$ cat src/hdl/dabpf_pkg.sv
// Shared types, constants and the microprogram ROM of the packet framer.
// Used by dabpf_sequencer and dab_packet_framer; depends on nothing else.
package dabpf_pkg;

    localparam int unsigned PC_W       = 3;
    localparam int unsigned MAX_USEFUL = 91;
    localparam logic [15:0] CRC_INIT   = 16'hFFFF;
    localparam logic [15:0] CRC_POLY   = 16'h1021;

    // useful-byte limits per size code (total size minus header and CRC)
    localparam logic [6:0] LIM_24 = 7'd19;
    localparam logic [6:0] LIM_48 = 7'd43;
    localparam logic [6:0] LIM_72 = 7'd67;
    localparam logic [6:0] LIM_96 = 7'd91;

    // byte source selected by a control word
    typedef enum logic [2:0] {
        SRC_NONE,
        SRC_H0,
        SRC_H1,
        SRC_H2,
        SRC_DATA,
        SRC_ZERO,
        SRC_CRC_HI,
        SRC_CRC_LO
    } src_t;

    // sequencing condition of a control word
    typedef enum logic [2:0] {
        C_ACCEPT,
        C_NEXT,
        C_IF_MORE,
        C_PAD,
        C_JUMP
    } cond_t;

    typedef struct packed {
        src_t            src;
        cond_t           cond;
        logic [PC_W-1:0] target;
    } ucode_t;

    // datapath status seen by the sequencer
    typedef struct packed {
        logic in_valid;
        logic drop;
        logic need_hdr;
        logic emit_ok;
        logic more;
        logic pad_zero;
    } status_t;

    localparam logic [PC_W-1:0] PC_FETCH = 3'd0;
    localparam logic [PC_W-1:0] PC_DATA  = 3'd4;

    // microprogram: one control word per step
    function automatic ucode_t rom_fetch(input logic [PC_W-1:0] pc);
        ucode_t cw;
        unique case (pc)
            3'd0: cw = '{src: SRC_NONE,   cond: C_ACCEPT,  target: PC_DATA};
            3'd1: cw = '{src: SRC_H0,     cond: C_NEXT,    target: PC_FETCH};
            3'd2: cw = '{src: SRC_H1,     cond: C_NEXT,    target: PC_FETCH};
            3'd3: cw = '{src: SRC_H2,     cond: C_NEXT,    target: PC_FETCH};
            3'd4: cw = '{src: SRC_DATA,   cond: C_IF_MORE, target: PC_FETCH};
            3'd5: cw = '{src: SRC_ZERO,   cond: C_PAD,     target: PC_FETCH};
            3'd6: cw = '{src: SRC_CRC_HI, cond: C_NEXT,    target: PC_FETCH};
            3'd7: cw = '{src: SRC_CRC_LO, cond: C_JUMP,    target: PC_FETCH};
            default: cw = '{src: SRC_NONE, cond: C_ACCEPT, target: PC_DATA};
        endcase
        return cw;
    endfunction

    // CRC-16, polynomial 0x1021, one byte MSB first
    function automatic logic [15:0] crc_byte(input logic [15:0] crc, input logic [7:0] b);
        logic [15:0] c;
        c = crc ^ {b, 8'h00};
        for (int i = 0; i < 8; i++) begin
            c = c[15] ? ({c[14:0], 1'b0} ^ CRC_POLY) : {c[14:0], 1'b0};
        end
        return c;
    endfunction

endpackage

$ cat src/hdl/dabpf_sequencer.sv
// Microcode sequencer: step counter, control ROM and jump logic.
// Depends on dabpf_pkg.
module dabpf_sequencer
(
    input  logic               clk,
    input  logic               rst_n,
    input  dabpf_pkg::status_t st,
    output dabpf_pkg::ucode_t  cw,
    output logic               fire
);

    logic [dabpf_pkg::PC_W-1:0] pc_reg;
    logic [dabpf_pkg::PC_W-1:0] pc_next;
    logic [dabpf_pkg::PC_W-1:0] pc_inc;

    assign cw     = dabpf_pkg::rom_fetch(pc_reg);
    assign pc_inc = pc_reg + 1'b1;

    // step strobe and next step
    always_comb
    begin
        fire    = 1'b0;
        pc_next = pc_reg;
        unique case (cw.cond)
            dabpf_pkg::C_ACCEPT:
            begin
                fire = st.in_valid;
                if (st.in_valid && !st.drop)
                    pc_next = st.need_hdr ? pc_inc : cw.target;
            end
            dabpf_pkg::C_NEXT:
            begin
                fire = st.emit_ok;
                if (st.emit_ok)
                    pc_next = pc_inc;
            end
            dabpf_pkg::C_IF_MORE:
            begin
                fire = st.emit_ok;
                if (st.emit_ok)
                    pc_next = st.more ? cw.target : pc_inc;
            end
            dabpf_pkg::C_PAD:
            begin
                // loop here until the padding count runs out
                if (st.pad_zero)
                    pc_next = pc_inc;
                else
                    fire = st.emit_ok;
            end
            dabpf_pkg::C_JUMP:
            begin
                fire = st.emit_ok;
                if (st.emit_ok)
                    pc_next = cw.target;
            end
            default:
            begin
                fire    = 1'b0;
                pc_next = dabpf_pkg::PC_FETCH;
            end
        endcase
    end

    always_ff @(posedge clk or negedge rst_n)
    begin
        if (!rst_n)
            pc_reg <= dabpf_pkg::PC_FETCH;
        else
            pc_reg <= pc_next;
    end

endmodule

$ cat src/hdl/dab_packet_framer.sv
// Packet-mode framer top level: datapath, output register and sequencer.
// Each result byte appears on the output in the cycle after its step runs.
// Each data byte takes an accept step and a data step; opening a packet adds 3
// header steps, closing one adds a step per padding byte, one more, and 2 CRC
// steps. The microprogram emits at most one byte per cycle; an emitting step waits while the output is held.
// Reset (asynchronous, active low) clears all control state; CRC starts at all ones.
module dab_packet_framer
(
    input  logic       clk,
    input  logic       rst_n,
    input  logic       cfg_wr_en,
    input  logic [9:0] cfg_wr_data,
    input  logic       in_valid,
    output logic       in_ready,
    input  logic [7:0] data_byte,
    input  logic [15:0] group_length,
    output logic       out_valid,
    input  logic       out_ready,
    output logic [7:0] packet_byte,
    output logic       packet_end,
    output logic       group_end
);

    dabpf_pkg::ucode_t  cw;
    dabpf_pkg::status_t st;
    logic               fire;

    logic [9:0]  addr_reg;
    logic [7:0]  data_reg,    data_next;
    logic [15:0] gbl_reg,     gbl_next;
    logic [6:0]  useful_reg,  useful_next;
    logic [1:0]  size_reg,    size_next;
    logic [4:0]  pad_reg,     pad_next;
    logic [1:0]  cont_reg,    cont_next;
    logic        first_reg,   first_next;
    logic [15:0] crc_reg,     crc_next;
    logic        ovalid_reg,  ovalid_next;
    logic [7:0]  obyte_reg,   obyte_next;
    logic        opend_reg,   opend_next;
    logic        ogend_reg,   ogend_next;

    logic [6:0]  hdr_useful;
    logic        hdr_last;
    logic [1:0]  hdr_size;
    logic [6:0]  hdr_lim;
    logic [6:0]  hdr_pad;
    logic [7:0]  byte_sel;
    logic        emit;
    logic        crc_feed;

    // status to the sequencer
    assign in_ready    = (cw.cond == dabpf_pkg::C_ACCEPT);
    assign st.in_valid = in_valid;
    assign st.drop     = (useful_reg == '0) && (gbl_reg == '0) && (group_length == '0);
    assign st.need_hdr = (useful_reg == '0);
    assign st.emit_ok  = !ovalid_reg || out_ready;
    assign st.more     = (useful_reg != 7'd1);
    assign st.pad_zero = (pad_reg == '0);

    dabpf_sequencer u_seq
    (
        .clk   (clk),
        .rst_n (rst_n),
        .st    (st),
        .cw    (cw),
        .fire  (fire)
    );

    // header of the packet about to open
    always_comb
    begin
        hdr_last   = (gbl_reg <= 16'(dabpf_pkg::MAX_USEFUL));
        hdr_useful = hdr_last ? gbl_reg[6:0] : 7'(dabpf_pkg::MAX_USEFUL);
        if (hdr_useful <= dabpf_pkg::LIM_24)
        begin
            hdr_size = 2'd0;
            hdr_lim  = dabpf_pkg::LIM_24;
        end
        else if (hdr_useful <= dabpf_pkg::LIM_48)
        begin
            hdr_size = 2'd1;
            hdr_lim  = dabpf_pkg::LIM_48;
        end
        else if (hdr_useful <= dabpf_pkg::LIM_72)
        begin
            hdr_size = 2'd2;
            hdr_lim  = dabpf_pkg::LIM_72;
        end
        else
        begin
            hdr_size = 2'd3;
            hdr_lim  = dabpf_pkg::LIM_96;
        end
        hdr_pad = hdr_lim - hdr_useful;
    end

    // byte source
    always_comb
    begin
        case (cw.src)
            dabpf_pkg::SRC_H0:     byte_sel = {hdr_size, cont_reg, first_reg, hdr_last,
                                               addr_reg[9:8]};
            dabpf_pkg::SRC_H1:     byte_sel = addr_reg[7:0];
            dabpf_pkg::SRC_H2:     byte_sel = {1'b0, useful_reg};
            dabpf_pkg::SRC_DATA:   byte_sel = data_reg;
            dabpf_pkg::SRC_CRC_HI: byte_sel = ~crc_reg[15:8];
            dabpf_pkg::SRC_CRC_LO: byte_sel = ~crc_reg[7:0];
            default:               byte_sel = 8'h00;
        endcase
    end

    assign emit     = fire && (cw.src != dabpf_pkg::SRC_NONE);
    assign crc_feed = emit && (cw.src != dabpf_pkg::SRC_CRC_HI)
                           && (cw.src != dabpf_pkg::SRC_CRC_LO);

    // datapath next state
    always_comb
    begin
        data_next   = data_reg;
        gbl_next    = gbl_reg;
        useful_next = useful_reg;
        size_next   = size_reg;
        pad_next    = pad_reg;
        cont_next   = cont_reg;
        first_next  = first_reg;
        crc_next    = crc_reg;

        if (fire)
        begin
            case (cw.src)
                dabpf_pkg::SRC_NONE:
                begin
                    // transaction accepted: take the byte, open a group if due
                    data_next = data_byte;
                    if (useful_reg == '0 && gbl_reg == '0 && group_length != '0)
                    begin
                        gbl_next   = group_length;
                        first_next = 1'b1;
                    end
                end
                dabpf_pkg::SRC_H0:
                begin
                    useful_next = hdr_useful;
                    size_next   = hdr_size;
                    pad_next    = hdr_pad[4:0];
                    cont_next   = cont_reg + 2'd1;
                    first_next  = 1'b0;
                end
                dabpf_pkg::SRC_DATA:
                begin
                    useful_next = useful_reg - 7'd1;
                    gbl_next    = gbl_reg - 16'd1;
                end
                dabpf_pkg::SRC_ZERO:
                begin
                    pad_next = pad_reg - 5'd1;
                end
                default:
                begin
                    pad_next = pad_reg;
                end
            endcase
        end

        // CRC restarts with the first header byte
        if (crc_feed)
            crc_next = dabpf_pkg::crc_byte((cw.src == dabpf_pkg::SRC_H0) ?
                                           dabpf_pkg::CRC_INIT : crc_reg, byte_sel);
    end

    // output register
    always_comb
    begin
        ovalid_next = ovalid_reg;
        obyte_next  = obyte_reg;
        opend_next  = opend_reg;
        ogend_next  = ogend_reg;
        if (emit)
        begin
            ovalid_next = 1'b1;
            obyte_next  = byte_sel;
            opend_next  = (cw.src == dabpf_pkg::SRC_CRC_LO);
            ogend_next  = (cw.src == dabpf_pkg::SRC_CRC_LO) && (gbl_reg == '0);
        end
        else if (out_ready)
        begin
            ovalid_next = 1'b0;
        end
    end

    always_ff @(posedge clk or negedge rst_n)
    begin
        if (!rst_n)
        begin
            addr_reg   <= '0;
            gbl_reg    <= '0;
            useful_reg <= '0;
            size_reg   <= '0;
            pad_reg    <= '0;
            cont_reg   <= '0;
            first_reg  <= 1'b0;
            crc_reg    <= dabpf_pkg::CRC_INIT;
            ovalid_reg <= 1'b0;
        end
        else
        begin
            if (cfg_wr_en)
                addr_reg <= cfg_wr_data;
            gbl_reg    <= gbl_next;
            useful_reg <= useful_next;
            size_reg   <= size_next;
            pad_reg    <= pad_next;
            cont_reg   <= cont_next;
            first_reg  <= first_next;
            crc_reg    <= crc_next;
            ovalid_reg <= ovalid_next;
        end
    end

    // payload registers
    always_ff @(posedge clk)
    begin
        data_reg  <= data_next;
        obyte_reg <= obyte_next;
        opend_reg <= opend_next;
        ogend_reg <= ogend_next;
    end

    assign out_valid   = ovalid_reg;
    assign packet_byte = obyte_reg;
    assign packet_end  = opend_reg;
    assign group_end   = ogend_reg;

    // never more useful bytes than a packet holds
    a_useful_max: assert property (@(posedge clk) disable iff (!rst_n)
        useful_reg <= 7'(dabpf_pkg::MAX_USEFUL))
        else $error("useful count out of range");

    // a packet closes only once all its data and padding are out
    a_close: assert property (@(posedge clk) disable iff (!rst_n)
        (fire && cw.src == dabpf_pkg::SRC_CRC_LO) |-> (useful_reg == '0 && pad_reg == '0))
        else $error("packet closed early");

    // group end only marks a packet end
    a_gend: assert property (@(posedge clk) disable iff (!rst_n)
        (out_valid && group_end) |-> packet_end)
        else $error("group end without packet end");

    // the size code of an open packet matches what its header announced
    a_size: assert property (@(posedge clk) disable iff (!rst_n)
        (fire && cw.src == dabpf_pkg::SRC_H0) |=> (size_reg == $past(hdr_size)))
        else $error("size code not held");

endmodule
$ cat config.mk
export PLATFORM = sky130hd
export DESIGN_NAME = dab_packet_framer
export DESIGN_NICKNAME = d
export VERILOG_FILES = /design/src/hdl/dabpf_pkg.sv /design/src/hdl/dabpf_sequencer.sv /design/src/hdl/dab_packet_framer.sv
export SDC_FILE = /design/constraint.sdc
export NUM_CORES = 1
export LEC_CHECK = 0
export ABC_AREA = 1
export BUFFER_PORTS_ARGS = -buffer_cell sky130_fd_sc_hd__buf_2
export CAP_MARGIN = 40
export CORE_MARGIN = 4
export CORE_UTILIZATION = 54
export DETAILED_ROUTE_END_ITERATION = 8
export PLACE_DENSITY = 0.82
export SYNTH_ARGS = -nofsm -noshare
export SYNTH_HDL_FRONTEND = slang
export SYNTH_HIERARCHICAL = 1
export SYNTH_SLANG_ARGS = --single-unit
$ cat constraint.sdc
create_clock -name clk -period 3.1 [get_ports clk]
set_clock_uncertainty 0.2 [all_clocks]
set_input_delay 0.465 -clock clk [delete_from_list [all_inputs] [get_ports clk]]
set_output_delay 0.465 -clock clk [all_outputs]
set_load 0.005 [all_outputs]
[Word level (Yosys, flattened, before mapping)]
Memories as Yosys holds them, arrays and structs flattened.
Index checks and enable logic that the tools add are counted.
Word-level totals
  register bits: 79
  bits in read-only memories: 56
  input port bits: 39
  output and inout port bits: 12
  memories kept: 1
Operators by class
  $add $sub $neg: 6
  $lt $le $gt $ge: 4
  equal/unequal tests: 20
  mux-type cells: 35
  bitwise logic cells: 11
  reductions and logical operators: 32
Memories
  (name not given): words 8, width 7, rd ports 1, clocked after memory_dff 0, wr ports 0, RTL line dabpf_pkg.sv:59  | unique case (pc)
Operators by type and width (count)
  13-bit 2-to-1 mux: 8
  8-bit one-hot mux with 6 select lines: 1
  16-bit zero test: 2
  16-bit 2-to-1 mux: 2
  16-bit one-hot mux with 2 select lines: 1
  3-bit NOT: 8
  3-bit 2-to-1 mux: 7
  16-bit by 7-bit <= comparator with 1-bit output, second input constant: 1
  8-bit NOT: 2
  16-bit nonzero test: 1
  16-bit by 1-bit subtractor with 16-bit output, second input constant: 1
  16-bit bitwise XOR: 1
  3-bit equality test, second input constant: 5
  5-bit 2-to-1 mux: 3
  3-bit one-hot mux with 5 select lines: 1
  7-bit one-hot mux with 2 select lines: 1
  3-bit by 2-bit equality test with 1-bit output, second input constant: 4
  5-bit one-hot mux with 2 select lines: 1
  2-bit nonzero test: 5
  1-bit logical AND: 8
  2-bit by 1-bit inequality test with 1-bit output, second input constant: 4
  2-bit AND reduction: 4
  7-bit by 5-bit <= comparator with 1-bit output, second input constant: 1
  7-bit by 6-bit <= comparator with 1-bit output, second input constant: 1
  other kinds (24): 35

[Depth between registers and ports, before layout]
  depth in word-level cells: 24
  gate-level depth with buffers: 20
  gate-level depth less buffers: 19

[Cells and area by module]
The synthesis kept the hierarchy.
By module, submodules not included
  dab_packet_framer: instances 1, cells each 565, area each 4879.7 µm², sequential area each 2011.9 µm²
  dabpf_sequencer: instances 1, cells each 72, area each 431.7 µm², sequential area each 75.1 µm²

[Worst setup path before layout]
Ideal clock, no wire load.
  path type: reg2reg
  start: register u_seq/pc_reg[0] (netlist bit)
  end: register crc_reg[7]
  library setup time: 72 ps
  arrival time: 3158 ps
  required time: 2828 ps
  setup slack: -331 ps
  stages on the path, launching flop included: 20
  clock period less this slack: 3431 ps
  cell sequence: dfrtp_1 -> inv_1 -> ha_1 -> nand2_1 -> o21ai_2 -> nor2_2 -> nand2_2 -> nand2_2 -> nand2_1 -> o211ai_1 -> inv_1 -> nor2_1 -> inv_1 -> nor2_4 -> inv_1 -> clkbuf_1 -> o21ai_0 -> nand2_1 -> nand2_1 -> inv_1
RTL lines
  from (decl): RTL line dabpf_sequencer.sv:12  | logic [dabpf_pkg::PC_W-1:0] pc_reg;
  from (signal assigned): RTL line dabpf_sequencer.sv:68  | pc_reg <= dabpf_pkg::PC_FETCH;
  from (signal assigned): RTL line dabpf_sequencer.sv:70  | pc_reg <= pc_next;
  to (signal assigned): RTL line dab_packet_framer.sv:202  | crc_reg <= dabpf_pkg::CRC_INIT;
  to (signal assigned): RTL line dab_packet_framer.sv:215  | crc_reg <= crc_next;
  to (decl): RTL line dab_packet_framer.sv:36  | logic [15:0] crc_reg, crc_next;

==> impl_metrics.py <==
metrics = {
    "power": {
        "power_frac_comb_pct": 61.5,
        "swShare_pct": 49.1,
        "static-leakage-power_nw": 2.74,
        "power.density_mw_per_mm2": 1220,
        "clockPowerShare_pct": 10.6,
        "sequentialPowerShare_pct": 27.9,
        "vdd.ir_drop.worst_v": 0.000553,
        "p_int_mw": 3.70,
        "power.net_switching_mw": 3.56,
    },
    "detailed_routing": {
        "totalWireLength_mm": 12.8,
        "detailroute.via_count": 4603,
        "drt_iter0_markers": 380,
        "detail_route.vias_per_cell": 5.55,
        "routed_wire_length_per_instance_um": 15.5,
        "remaining_drc_errors": 0,
        "detail_route.first_pass.iterations": 6,
        "route.antenna.remaining_nets": 0,
    },
    "timing": {
        "report.final.hold_viol_count": 0,
        "max_clock_freq_ghz": 0.337,
        "maxSlewViolCount": 0,
        "layout_worst_path_cycle_share_pct": 95.6,
        "setup_violations": 0,
        "timing.max_slew.rel_slack_pct": 46.8,
        "slew_worst_pin_ns": 0.797,
        "grt_setup_unrepaired": "true",
        "timing.final.crit_period_ns": 2.96,
        "setup_total_negative_slack_ns": 0,
    },
    "placed_design": {
        "gpl.final_weighted_congestion": 0.981,
        "port_buffers": 50,
        "placed_area_mm2": 0.00568,
        "dpl.hpwl_mm": 9.26,
        "dp.cells": 806,
    },
    "synth": {
        "synthesis.area_mm2": 0.00529,
        "synthesis.nets": 685,
        "synthesis.area_per_instance_um2": 8.35,
        "syn_inst": 634,
        "yosys_warnings": 6,
    },
    "layout": {
        "antenna-diode-count": 0,
        "fin_area_mm2": 0.00597,
        "postLayoutCoreUtil_pct": 63.7,
        "drive_above_1_share_pct": 27.7,
        "synthesis_to_layout_area_growth_pct": 12.7,
        "instances_no_fill": 830,
        "nets": 747,
    },
    "global_routing": {
        "grt_overflow_total": 0,
        "grt_first_pass_wirelength_mm": 21.2,
        "grt_use_total_pct": 23.2,
        "first_global_vias": 4442,
        "grt_antenna_before_repair": 0,
        "grt_max_degree": 62,
    },
    "clock_tree": {
        "clockBufferDepth": 2,
        "clockRootBuffer": "clkbuf_8",
        "cts-buffers-inserted": 9,
        "cts_tree": "done",
        "clkTransAtPathRegs_ns": 0.09,
        "cts_htree_levels": 3,
        "clock_latency_late_sink_ns": 0.36,
        "cts.hold.buffers_added": 0,
        "clock_sinks": 79,
    },
    "floorplan": {
        "row_count": 35,
        "chipHeight_um": 107,
        "ioPinCount": 51,
        "die_width_um": 107,
        "design.die.area_mm2": 0.0114,
        "initial_core_util_pct": 56.5,
        "design.core.area_mm2": 0.00937,
    },
    "critical_path": {
        "r2r_start": "u_seq/pc_reg[0]$_DFFE_PN0P_",
        "critical_path_peak_fanout": 5,
        "reg2reg_end": "crc_reg[14]$_DFFE_PN1P_",
        "regToRegSetupSlack_ns": 0.14,
        "critical_path_arrival_ns": 3.06,
        "setup_crit_path_kind": "reg2reg",
        "reg2regPathDepth": 17,
        "cp-end-kind": "flop",
        "critPathRequiredTime_ns": 3.19,
        "cp-start-kind": "flop",
    },
    "status": {
        "status": "completed",
    },
    "flow_run": {
        "cap_violations": 0,
    },
    "worst_hold_path": {
        "hold_path_class": "in2async",
    },
}
-- power groups by stage --
stage / Sequential (mW) / Combinational, mW / Clock [mW]
after floorplan: 2.00 / 3.28 / 0
after global placement: 2.02 / 4.03 / 0
after detailed placement: 2.04 / 4.19 / 0
after CTS: 2.02 / 4.23 / 0.769
after global routing: 2.08 / 4.94 / 0.814
final: 2.03 / 4.46 / 0.767
-- worst max path at each step --
stage,from,end,slack [ns],cells past startpoint
3_3_place_gp,u_seq/pc_reg[0]$_DFFE_PN0P_,crc_reg[7]$_DFFE_PN1P_,0.26,18
6_report,u_seq/pc_reg[0]$_DFFE_PN0P_,crc_reg[14]$_DFFE_PN1P_,0.14,17
2_1_floorplan,u_seq/pc_reg[1]$_DFFE_PN0P_,crc_reg[7]$_DFFE_PN1P_,0.08,19
4_1_cts,u_seq/pc_reg[1]$_DFFE_PN0P_,crc_reg[7]$_DFFE_PN1P_,0.1,19
3_5_place_dp,u_seq/pc_reg[1]$_DFFE_PN0P_,crc_reg[7]$_DFFE_PN1P_,0.13,18
5_1_grt,u_seq/pc_reg[0]$_DFFE_PN0P_,crc_reg[14]$_DFFE_PN1P_,-0.06,17
-- what timing repair did --
| item | 4_1_cts | 5_1_grt |
|---|---|---|
| endpoints found under the hold margin | 0 | 0 |
| setup buffers | 0 | 6 |
| gates resized for setup | 0 | 12 |
| setup endpoints to repair | 0 | 12 |
-- worst max-delay path, stage by stage, from the launching register on --
cell and delay [ns]:
dfrtp_2 0.43, ha_1 0.22, ha_2 0.22, nor2_2 0.12, inv_1 0.05, nor2_1 0.12, nor2_1 0.07, nand2_2 0.09
nand2_1 0.06, o211ai_1 0.19, inv_2 0.11, nor2_4 0.12, inv_1 0.09, nor2_4 0.27, clkinvlp_4 0.21, a21oi_1 0.18
nand2_1 0.07, o21ai_1 0.08
-- cells in the final DEF, fill, tap and decap left out, types with 7 or more instances in the layout --
cell / instances
nand2_1: 110
inv_1: 81
o21ai_0: 57
nor2_1: 51
buf_2: 50
dfrtp_1: 43
nand3_1: 30
a21oi_1: 23
edfxtp_1: 18
dfstp_2: 16
nand2_2: 14
buf_4: 14
xor2_1: 12
inv_2: 10
nor2_4: 9
nor3_1: 9
ha_1: 9
clkbuf_8: 9
o211ai_1: 8
o21ai_1: 8
nor2_2: 7
nand2_4: 7
xnor2_1: 7
-- layout make-up --
cell class / instances / area [um2]
Sequential cell: 79 / 2090
Timing Repair Buffer: 65 / 370
Clock inverter: 6 / 60.1
Timing Repair inverter: 2 / 15.0
Inverter: 95 / 368
Tap cell: 129 / 161
Fill cell: 804 / 3410
Clock buffer: 10 / 128
Multi-Input combinational cell: 444 / 2770
-- through the flow --
stage	setup slack, ns	power, mW	hold WS (ns)
floorplan	0.0799	5.28	-0.0306
global placement	0.258	6.05	0.268
detailed placement	0.133	6.23	0.281
CTS	0.0968	7.01	0.0686
global route	-0.0555	7.84	0.0659
finish	0.136	7.26	0.0571
-- per-layer routing --
metal	track usage (%)	wire, um	vias to the layer above	share of wire, %
li1	-	-	2209	-
met1	30.8	5480	2173	43
met2	37.8	6170	186	48
met3	3.43	817	35	6.4
met4	10.2	374	0	2.9
met5	0	0	-	0
(Power assumes the default switching activity.)
